### config.mk
export PLATFORM = sky130hd
export DESIGN_NAME = mime_encoded_word_splitter_top
export DESIGN_NICKNAME = d
export VERILOG_FILES = /design/src/mews_pkg.sv /design/src/mews_core.sv /design/src/mews_res_fifo.sv /design/src/mime_encoded_word_splitter_top.sv
export VERILOG_INCLUDE_DIRS = /design/src /design/src/src
export SDC_FILE = /design/constraint.sdc
export NUM_CORES = 1
export LEC_CHECK = 0
export BUFFER_PORTS_ARGS = -buffer_cell sky130_fd_sc_hd__buf_2
export CORE_UTILIZATION = 35
export CTS_CLUSTER_SIZE = 30
export DETAILED_ROUTE_END_ITERATION = 10
export GPL_TIMING_DRIVEN = 0
export PLACE_DENSITY = 0.55
export SLEW_MARGIN = 20
export SYNTH_ARGS = -nofsm -noshare
export SYNTH_HDL_FRONTEND = slang
export SYNTH_HIERARCHICAL = 1
export SYNTH_SLANG_ARGS = --single-unit
### constraint.sdc
create_clock -name clk -period 6.65 [get_ports clk]
set_input_delay 0.665 -clock clk [delete_from_list [all_inputs] [get_ports clk]]
set_output_delay 0.665 -clock clk [all_outputs]
set_load 0.1 [all_outputs]
### src/assert_macros.svh
// Assertion helper macros shared by the splitter RTL.
// Clocked, reset-gated property checks; empty when SYNTHESIS is defined.
`ifndef ASSERT_MACROS_SVH
`define ASSERT_MACROS_SVH
`ifndef SYNTHESIS
`define MEWS_ASSERT(lbl, clk, rst_n, prop, msg) \
    lbl: assert property (@(posedge clk) disable iff (!rst_n) (prop)) else $error(msg);
`define MEWS_ASSERT_IMP(lbl, clk, rst_n, ante, cons, msg) \
    lbl: assert property (@(posedge clk) disable iff (!rst_n) (ante) |-> (cons)) \
        else $error(msg);
`else
`define MEWS_ASSERT(lbl, clk, rst_n, prop, msg)
`define MEWS_ASSERT_IMP(lbl, clk, rst_n, ante, cons, msg)
`endif
`endif

### src/mews_pkg.sv
// Types and constants for the encoded-word splitter.
// No dependencies; used by mews_core, mews_res_fifo and the top level.
package mews_pkg;

    typedef enum logic [1:0] {
        PH_OPEN  = 2'd0,
        PH_ENC   = 2'd1,
        PH_CLOSE = 2'd2
    } phase_t;

    localparam logic [1:0] KIND_PLAIN = 2'd0;
    localparam logic [1:0] KIND_B     = 2'd1;
    localparam logic [1:0] KIND_Q     = 2'd2;

    localparam logic [7:0] CH_EQ   = 8'h3D;
    localparam logic [7:0] CH_QM   = 8'h3F;
    localparam logic [7:0] CH_STAR = 8'h2A;
    localparam logic [7:0] CH_B    = 8'h42;
    localparam logic [7:0] CH_Q    = 8'h51;

    localparam logic [4:0] CS_CAP = 5'd31;

    localparam int QDEPTH  = 4;
    localparam int QPTR_W  = 2;
    localparam int QCNT_W  = 3;
    localparam int TDATA_W = 40;

    typedef struct packed {
        logic [1:0]  kind;
        logic [9:0]  doff;
        logic [10:0] dlen;
        logic [9:0]  coff;
        logic [4:0]  clen;
        logic        fin;
    } elem_t;

    typedef struct packed {
        logic [1:0] n;
        elem_t      e0;
        elem_t      e1;
    } push_t;

    function automatic logic [7:0] up_case(input logic [7:0] c);
        logic [7:0] r;
        r = c;
        if (c >= 8'h61 && c <= 8'h7A)
        begin
            r = c - 8'd32;
        end
        return r;
    endfunction

endpackage

### src/mews_core.sv
// Per-byte scanner: marker history, phase and span registers, result forming.
// Depends on mews_pkg and assert_macros.svh.
`include "assert_macros.svh"
module mews_core #(
    parameter int LINE_MAX_LEN = 1024
) (
    input  logic                 clk,
    input  logic                 rst_n,
    input  logic                 in_take,
    input  logic [7:0]           in_byte,
    input  logic                 in_last,
    input  logic                 cfg_we,
    input  logic [7:0]           cfg_wdata,
    output mews_pkg::push_t      push
);
    localparam int POS_W = $clog2(LINE_MAX_LEN + 1);
    localparam int PW    = (POS_W > 11) ? POS_W : 11;
    localparam logic [PW-1:0] LMAX = PW'(LINE_MAX_LEN);

    logic [PW-1:0]     pos_reg, pos_next;
    mews_pkg::phase_t  phase_reg, phase_next;
    logic [PW-1:0]     plain_start_reg, plain_start_next;
    logic [PW-1:0]     word_start_reg, word_start_next;
    logic [PW-1:0]     cs_begin_reg, cs_begin_next;
    logic [4:0]        cs_count_reg, cs_count_next;
    logic              star_reg, star_next;
    logic              enc_reg, enc_next;
    logic [PW-1:0]     pay_start_reg, pay_start_next;
    logic [7:0]        h0_reg, h0_next, h1_reg, h1_next;
    logic [1:0]        hv_reg, hv_next;
    logic [7:0]        count_reg, count_next;
    logic              stopped_reg, stopped_next;
    logic [7:0]        max_reg;

    logic              active;
    logic [PW-1:0]     pos_inc;
    logic [7:0]        u;
    logic [PW-1:0]     cs_diff, cs_raw, pay_len, word_len, rem_len;
    logic              open_hit, enc_hit, close_hit, star_hit, fin;
    logic [8:0]        cnt9;

    assign active   = in_take && !stopped_reg && (pos_reg < LMAX);
    assign pos_inc  = pos_reg + PW'(1);
    assign u        = mews_pkg::up_case(h1_reg);
    assign cs_diff  = pos_reg - cs_begin_reg;
    assign cs_raw   = pos_reg - PW'(2) - cs_begin_reg;
    assign pay_len  = pos_reg - PW'(1) - pay_start_reg;
    assign word_len = word_start_reg - plain_start_reg;
    assign cnt9     = {1'b0, count_reg} + 9'd2;

    assign open_hit  = (phase_reg == mews_pkg::PH_OPEN) && (hv_reg != 2'd0)
                       && (h1_reg == mews_pkg::CH_EQ) && (in_byte == mews_pkg::CH_QM);
    assign star_hit  = (in_byte == mews_pkg::CH_STAR) && !star_reg && (cs_diff < PW'(31));
    assign enc_hit   = (phase_reg == mews_pkg::PH_ENC) && (hv_reg == 2'd2)
                       && (h0_reg == mews_pkg::CH_QM) && (in_byte == mews_pkg::CH_QM)
                       && ((u == mews_pkg::CH_B) || (u == mews_pkg::CH_Q));
    assign close_hit = (phase_reg == mews_pkg::PH_CLOSE) && (hv_reg != 2'd0)
                       && (h1_reg == mews_pkg::CH_QM) && (in_byte == mews_pkg::CH_EQ);
    assign fin       = (cnt9 >= {1'b0, max_reg}) || in_last || (pos_inc >= LMAX);

    // remainder span ends at the advanced position
    assign rem_len = (active ? pos_inc : pos_reg) - plain_start_reg;

    // next-state logic
    always_comb
    begin
        pos_next         = pos_reg;
        phase_next       = phase_reg;
        plain_start_next = plain_start_reg;
        word_start_next  = word_start_reg;
        cs_begin_next    = cs_begin_reg;
        cs_count_next    = cs_count_reg;
        star_next        = star_reg;
        enc_next         = enc_reg;
        pay_start_next   = pay_start_reg;
        h0_next          = h0_reg;
        h1_next          = h1_reg;
        hv_next          = hv_reg;
        count_next       = count_reg;
        stopped_next     = stopped_reg;
        if (active)
        begin
            case (phase_reg)
                mews_pkg::PH_OPEN:
                begin
                    if (open_hit)
                    begin
                        word_start_next = pos_reg - PW'(1);
                        cs_begin_next   = pos_inc;
                        cs_count_next   = 5'd0;
                        star_next       = 1'b0;
                        phase_next      = mews_pkg::PH_ENC;
                    end
                end
                mews_pkg::PH_ENC:
                begin
                    if (star_hit)
                    begin
                        star_next     = 1'b1;
                        cs_count_next = cs_diff[4:0];
                    end
                    if (enc_hit)
                    begin
                        if (!star_next)
                        begin
                            cs_count_next = (cs_raw > PW'(31)) ? mews_pkg::CS_CAP
                                                               : cs_raw[4:0];
                        end
                        enc_next       = (u == mews_pkg::CH_Q);
                        pay_start_next = pos_inc;
                        phase_next     = mews_pkg::PH_CLOSE;
                    end
                end
                mews_pkg::PH_CLOSE:
                begin
                    if (close_hit)
                    begin
                        count_next       = cnt9[8] ? 8'hFF : cnt9[7:0];
                        plain_start_next = pos_inc;
                        phase_next       = mews_pkg::PH_OPEN;
                        star_next        = 1'b0;
                        cs_count_next    = 5'd0;
                        stopped_next     = fin;
                    end
                end
                default:
                begin
                    phase_next = mews_pkg::PH_OPEN;
                end
            endcase
            if (open_hit || enc_hit || close_hit)
            begin
                h0_next = 8'd0;
                h1_next = 8'd0;
                hv_next = 2'd0;
            end
            else
            begin
                h0_next = h1_reg;
                h1_next = in_byte;
                hv_next = (hv_reg == 2'd2) ? 2'd2 : hv_reg + 2'd1;
            end
            pos_next = pos_inc;
        end
        if (in_take && in_last)
        begin
            pos_next         = '0;
            phase_next       = mews_pkg::PH_OPEN;
            plain_start_next = '0;
            word_start_next  = '0;
            cs_begin_next    = '0;
            cs_count_next    = 5'd0;
            star_next        = 1'b0;
            enc_next         = 1'b0;
            pay_start_next   = '0;
            h0_next          = 8'd0;
            h1_next          = 8'd0;
            hv_next          = 2'd0;
            count_next       = 8'd0;
            stopped_next     = 1'b0;
        end
    end

    // result forming
    always_comb
    begin
        push = '0;
        if (active && close_hit)
        begin
            push.n       = 2'd2;
            push.e0.kind = mews_pkg::KIND_PLAIN;
            push.e0.doff = plain_start_reg[9:0];
            push.e0.dlen = word_len[10:0];
            push.e1.kind = enc_reg ? mews_pkg::KIND_Q : mews_pkg::KIND_B;
            push.e1.doff = pay_start_reg[9:0];
            push.e1.dlen = pay_len[10:0];
            push.e1.coff = cs_begin_reg[9:0];
            push.e1.clen = cs_count_reg;
            push.e1.fin  = fin;
        end
        else if (in_take && in_last && !stopped_reg)
        begin
            push.n       = 2'd1;
            push.e0.kind = mews_pkg::KIND_PLAIN;
            push.e0.doff = plain_start_reg[9:0];
            push.e0.dlen = rem_len[10:0];
            push.e0.fin  = 1'b1;
        end
    end

    always_ff @(posedge clk or negedge rst_n)
    begin
        if (!rst_n)
        begin
            pos_reg         <= '0;
            phase_reg       <= mews_pkg::PH_OPEN;
            plain_start_reg <= '0;
            word_start_reg  <= '0;
            cs_begin_reg    <= '0;
            cs_count_reg    <= 5'd0;
            star_reg        <= 1'b0;
            enc_reg         <= 1'b0;
            pay_start_reg   <= '0;
            h0_reg          <= 8'd0;
            h1_reg          <= 8'd0;
            hv_reg          <= 2'd0;
            count_reg       <= 8'd0;
            stopped_reg     <= 1'b0;
            max_reg         <= 8'd64;
        end
        else
        begin
            pos_reg         <= pos_next;
            phase_reg       <= phase_next;
            plain_start_reg <= plain_start_next;
            word_start_reg  <= word_start_next;
            cs_begin_reg    <= cs_begin_next;
            cs_count_reg    <= cs_count_next;
            star_reg        <= star_next;
            enc_reg         <= enc_next;
            pay_start_reg   <= pay_start_next;
            h0_reg          <= h0_next;
            h1_reg          <= h1_next;
            hv_reg          <= hv_next;
            count_reg       <= count_next;
            stopped_reg     <= stopped_next;
            if (cfg_we)
            begin
                max_reg <= cfg_wdata;
            end
        end
    end

    `MEWS_ASSERT_IMP(a_stop_phase, clk, rst_n, stopped_reg, phase_reg == mews_pkg::PH_OPEN, "stopped outside opener search")
    `MEWS_ASSERT(a_pos_range, clk, rst_n, pos_reg <= LMAX, "position beyond line limit")

endmodule

### src/mews_res_fifo.sv
// Four-entry result queue; takes up to two elements a cycle, gives one.
// Depends on mews_pkg and assert_macros.svh.
`include "assert_macros.svh"
module mews_res_fifo (
    input  logic                  clk,
    input  logic                  rst_n,
    input  mews_pkg::push_t       push,
    output logic                  room,
    output logic                  out_valid,
    input  logic                  out_ready,
    output mews_pkg::elem_t       out_elem
);
    localparam int QD = mews_pkg::QDEPTH;
    localparam int AW = mews_pkg::QPTR_W;
    localparam int CW = mews_pkg::QCNT_W;

    mews_pkg::elem_t mem_reg [QD];
    logic [AW-1:0]   wr_ptr_reg, wr_ptr_next, rd_ptr_reg, rd_ptr_next;
    logic [CW-1:0]   count_reg, count_next;
    logic            pop;
    logic [AW-1:0]   wr_ptr_inc;

    assign pop        = out_valid && out_ready;
    assign out_valid  = (count_reg != '0);
    assign out_elem   = mem_reg[rd_ptr_reg];
    // room for a full pair; drops when a stalled output leaves fewer than two entries free
    assign room       = (count_reg <= CW'(QD - 2));
    assign wr_ptr_inc = wr_ptr_reg + AW'(1);

    always_comb
    begin
        wr_ptr_next = wr_ptr_reg + AW'(push.n);
        rd_ptr_next = rd_ptr_reg + AW'(pop);
        count_next  = count_reg + CW'(push.n) - CW'(pop);
    end

    always_ff @(posedge clk)
    begin
        if (push.n != 2'd0)
        begin
            mem_reg[wr_ptr_reg] <= push.e0;
        end
        if (push.n == 2'd2)
        begin
            mem_reg[wr_ptr_inc] <= push.e1;
        end
    end

    always_ff @(posedge clk or negedge rst_n)
    begin
        if (!rst_n)
        begin
            wr_ptr_reg <= '0;
            rd_ptr_reg <= '0;
            count_reg  <= '0;
        end
        else
        begin
            wr_ptr_reg <= wr_ptr_next;
            rd_ptr_reg <= rd_ptr_next;
            count_reg  <= count_next;
        end
    end

    `MEWS_ASSERT(a_cnt_max, clk, rst_n, count_reg <= CW'(QD), "result queue count overflow")
    `MEWS_ASSERT_IMP(a_no_ovf, clk, rst_n, push.n != 2'd0, ({1'b0, count_reg} + (CW+1)'(push.n)) <= (CW+1)'(QD), "push into full result queue")

endmodule

### src/mime_encoded_word_splitter_top.sv
// Top level of the encoded-word splitter: stream ports, scanner, result queue.
// Depends on mews_pkg, mews_core and mews_res_fifo.
//
// Usage:
//   s_axis carries the raw bytes of one header line, one byte per word;
//   s_axis_tlast marks the final byte of the line.
//   m_axis carries the elements found: tuser is the kind (plain, B or Q word),
//   tdata the text/payload and charset spans, tlast the last element of a line.
//   cfg_we/cfg_wdata set the element limit (reset value 64); write it only
//   while no line is in progress.
// Timing:
//   Each byte is decided in the cycle it is taken; its elements are
//   registered into the result queue. One byte per cycle is accepted as
//   long as the four-entry result queue has room for two elements; a byte
//   that closes a word yields two elements, so a run of such bytes drains
//   at one element per cycle on the output side while m_axis_tready is high.
// Reset clears the scanner to the start of a line and empties the queue.
// When m_axis_tready is low the queue fills and s_axis_tready drops once
// fewer than two entries are free; nothing is lost or reordered.
module mime_encoded_word_splitter_top #(
    parameter int LINE_MAX_LEN = 1024
) (
    input  logic                             clk,
    input  logic                             rst_n,
    input  logic                             s_axis_tvalid,
    output logic                             s_axis_tready,
    input  logic [7:0]                       s_axis_tdata,   // [7:0] header_byte
    input  logic                             s_axis_tlast,
    output logic                             m_axis_tvalid,
    input  logic                             m_axis_tready,
    // [9:0] data_offset, [20:10] data_length, [30:21] charset_offset,
    // [35:31] charset_length, [39:36] zero
    output logic [mews_pkg::TDATA_W-1:0]     m_axis_tdata,
    output logic [1:0]                       m_axis_tuser,   // [1:0] element_kind
    output logic                             m_axis_tlast,
    input  logic                             cfg_we,
    input  logic [7:0]                       cfg_wdata
);
    logic             take;
    mews_pkg::push_t  push;
    mews_pkg::elem_t  elem;

    assign take = s_axis_tvalid && s_axis_tready;

    mews_core #(
        .LINE_MAX_LEN (LINE_MAX_LEN)
    ) u_core (
        .clk       (clk),
        .rst_n     (rst_n),
        .in_take   (take),
        .in_byte   (s_axis_tdata),
        .in_last   (s_axis_tlast),
        .cfg_we    (cfg_we),
        .cfg_wdata (cfg_wdata),
        .push      (push)
    );

    mews_res_fifo u_fifo (
        .clk       (clk),
        .rst_n     (rst_n),
        .push      (push),
        .room      (s_axis_tready),
        .out_valid (m_axis_tvalid),
        .out_ready (m_axis_tready),
        .out_elem  (elem)
    );

    assign m_axis_tdata = {4'd0, elem.clen, elem.coff, elem.dlen, elem.doff};
    assign m_axis_tuser = elem.kind;
    assign m_axis_tlast = elem.fin;

endmodule

==> flow_summary_export.csv <==
group,metric,value,unit
final_layout,largest_reg_flops,156,
power,p_leak,7.310,nW
synth,yosys_warnings,6,
place,place.gp.congestion,0.8957,
synth,ys_seq_area_share,45.90,%
die,die-area,0.04638,mm2
clock_network,numCtsBuffers,29,
setup_path,reg2reg_setup_slack,1.57,ns
drt,routed-wl-met2,20270,um
timing,min_period_over_period,76.33,%
drt,vias_per_cell,5.227,
global_route,grt_overflow,0,
synth,netlist_instances,1402,
synth,synth_ff_type,"edfxtp_1",
setup_path,required,6.98,ns
setup_path,crit_chain,"a21oi_1, and2_1, nor2b_1, nor2b_1, buf_2, buf_1, nor2_1, a21oi_1, inv_1, ha_1, nor2b_1, o21ai_0, a21oi_1, o211ai_1, o21ai_0, xor2_1, nand2_1, o21ai_0, mux2_2",
final_layout,antennaDiodeCount,0,
global_route,grt_pass1_wl,67040,um
timing,grt_setup_unrepaired,"false",
setup_path,max_stage_delay,0.48,ns
drt,first_pass_iters,5,
drt,top_layer,"met5",
place,post_dp_cell_area,0.01731,mm2
setup_path,worstSetupStartpointType,"register",
place,dp_hpwl,32190,um
synth,synthXorXnorAreaFrac,3.793,%
worst_hold_path,min_path_type,"in -> reg",
timing,maxSlewViolCount,0,
die,fp-row-count,77,
synth,synth_fa_ha_area_share,6.722,%
clock_network,cts_buffer_depth,3,
clock_network,cts_tree,"yes",
place,io_buffers,62,
final_layout,layout-drive-gt1-share,24.32,%
final_layout,final_cell_area,0.01836,mm2
power,internal_power,0.003931,W
final_layout,area_delta_synth_final,15.24,%
power,ir_drop,0.3930,mV
synth,syn_area,0.01593,mm2
drt,initialDrtViolationCount,843,
clock_network,cts.sinks,261,
clock_network,post_cts.repair.setup_buffers,0,
clock_network,htree_levels,1,
synth,yosys-top-cells-area,"edfxtp_1 29%, dfrtp_1 16%, mux2_2 9.5%",
setup_path,path_delay_family,"compound AO/OA/AOI/OAI gates",
power,seqPwrFrac,28.6,%
drt,routed-wl-met3,2017,um
die,core_area,0.04461,mm2
synth,synth-simple-area-share,11.55,%
global_route,track_usage,18.70,%
die,initial_core_util,35.72,%
drt,routedWlPerCell,20.25,um
drt,wl_met1,20150,um
drt,num_vias,11180,
timing,min_period,5.076,ns
power,p_per_area,379.8,mW/mm2
synth,synth_compound_area_share,9.502,%
global_route,grt_pass1_vias,11420,
setup_path,arrival,5.40,ns
die,io_pins,67,
synth,yosysTopAreaCell,"edfxtp_1",
setup_path,cp_slowest_cell,"buf_1",
drt,drcViolationCount,0,
timing,tightest_slew,1.064,ns
global_route,grt_max_degree,69,
clock_network,path_clk_slew,0.06,ns
synth,synth_top_family_by_area,"multiplexers",
power,p_sw_share,43.63,%
drt,ant_nets,0,
die,chipWidth,215.4,um
timing,clock.fmax,197.0,MHz
synth,synth_mux_area_share,17.16,%
setup_path,worst-path-buf-inv,3,
power,p_switching,0.003043,W
clock_network,worstSkewPairLatency,0.58,ns
timing,finClkSkew,0.01639,ns
die,die_h,215.4,um
power,pwr-share-comb,45.9,%
synth,ys_ff_latch,261,
final_layout,final_nets,1628,
power,clkPwrFrac,25.5,%
timing,hold_viol,0,
status,status,"completed",
synth,syn_area_per_cell,11.36,um2
synth,synth_top_cell_area_share,29.40,%
setup_path,setup.worst_path.class,"reg -> reg",
global_route,antenna_found_initial,1,
final_layout,utilization,41.16,%
setup_path,worstPathMaxFanout,10,
drt,drt-total-wl,43280,um
timing,relSlewSlack,28.32,%
synth,synth_cell_types,74,
timing,final-setup-viol-count,0,
synth,synth-edff-count,156,
clock_network,cts-root-buf,"clkbuf_16",
flow_run,drv_cap,0,
setup_path,cp-end-kind,"register",
synth,async_flop_share,40.23,%
==> final cells by class <==
| class | count | area (um2) |
|---|---|---|
| Buffer | 87 | 494.2 |
| Timing Repair Buffer | 72 | 534.3 |
| Sequential cell | 261 | 7313 |
| Inverter | 94 | 354.1 |
| Multi-Input combinational cell | 979 | 7880 |
| Tap cell | 592 | 740.7 |
| Clock buffer | 37 | 797.0 |
| Fill cell | 4285 | 26250 |
| Clock inverter | 16 | 247.7 |
==> timing repair <==
item / in CTS / in global routing
resized for setup: 0 / 0
hold buffers: 1 / 0
hold endpoints to repair: 14 / 0
==> synthesized netlist by cell type (all sizes together), types with 3 or more instances <==
cell type / instances
mux2: 157
edfxtp: 156
nor2: 126
dfrtp: 104
inv: 91
ha: 76
nand2: 74
a21oi: 68
o21ai: 63
buf: 57
xnor2: 52
mux4: 39
clkbuf: 30
nand3: 27
nor3: 24
and2: 20
a22o: 19
a211oi: 18
nor2b: 18
xor2: 17
or3: 16
a21o: 13
nand2b: 11
o211ai: 11
nor4: 10
nand4: 8
o31ai: 8
a31oi: 7
and3: 7
o21a: 7
or4: 7
fa: 6
mux2i: 5
or2: 5
o21bai: 4
clkinv: 3
nand3b: 3
nor3b: 3
o311ai: 3
==> cells by family after synthesis <==
| family | count (synthesis) |
|---|---|
| AND/OR/NAND/NOR | 367 |
| flip-flops | 261 |
| AO/OA/AOI/OAI | 239 |
| multiplexers | 201 |
| buffers and inverters | 181 |
| adder cells (fa/ha/maj) | 82 |
| XOR/XNOR | 69 |
| other | 2 |
==> cell usage in the layout, fill, tap and decap left out, types with 21 or more instances in the layout <==
cell type    n
mux2_2     134
edfxtp_1   156
buf_4       25
clkbuf_16   30
mux4_2      39
inv_1       91
nand2_1     73
nor2_1     124
a21oi_1     68
conb_1      21
nand3_1     27
buf_2       84
o21ai_0     62
xnor2_1     52
dfrtp_1    104
nor3_1      23
ha_1        76
clkbuf_1    35
==> worst reg2reg max path: cells and delay by family (launching register included) <==
family          cells  cell delay, ns
simple gates        6            1.21
fa+ha+maj           1            0.27
compound gates      7            1.59
flops               1            0.43
buf+inv             3            0.82
xor+xnor            1            0.16
mux                 1            0.36
==> power groups by stage <==
stage	sequential, W	combinational (W)	clock [W]
after global placement	0.00203	0.00315	0
after detailed placement	0.00203	0.00320	0
after floorplan	0.00200	0.00255	0
after CTS	0.00200	0.00322	0.00182
final	0.00200	0.00320	0.00178
after global routing	0.00201	0.00342	0.00187
==> worst paths after layout <==
kind / startpoint / endpoint / depth (start not counted)
worst min-delay path: cfg_wdata[4] / u_core/max_reg[4] / 3
worst max register to register: u_fifo/count_reg[1] / u_fifo/mem_reg[0][25] / 19
worst min register to register: u_core/plain_start_reg[9] / u_core/plain_start_reg[9] / 2
worst max-delay path: u_fifo/count_reg[1] / u_fifo/mem_reg[0][25] / 19
max in group asynchronous: rst_n / u_fifo/count_reg[2] / 3
min in group asynchronous: rst_n / u_core/h1_reg[5] / 2
==> metal layers <==
| layer | vias up | GRT usage [%] |
|---|---|---|
| met1 | 5555 | 26.07 |
| met2 | 255 | 30.58 |
| met5 | - | 0 |
| met4 | 2 | 4.137 |
| met3 | 57 | 2.845 |
| li1 | 5306 | - |
==> stage by stage <==
stage	power [W]	TNS, ns	setup slack (ns)	hold slack, ns	instances
6_report	0.006974	0	1.574	0.3017	2138
5_1_grt	0.007302	0	1.181	0.2918	2138
4_1_cts	0.007027	0	1.628	0.2773	2138
3_5_place_dp	0.005232	0	1.563	0.4689	2084
3_3_place_gp	0.005186	-57.84	-0.5657	0.4647	2075
2_1_floorplan	0.004550	0	0.9424	0.3694	1421
No activity file was read; power rests on OpenSTA's default activity.
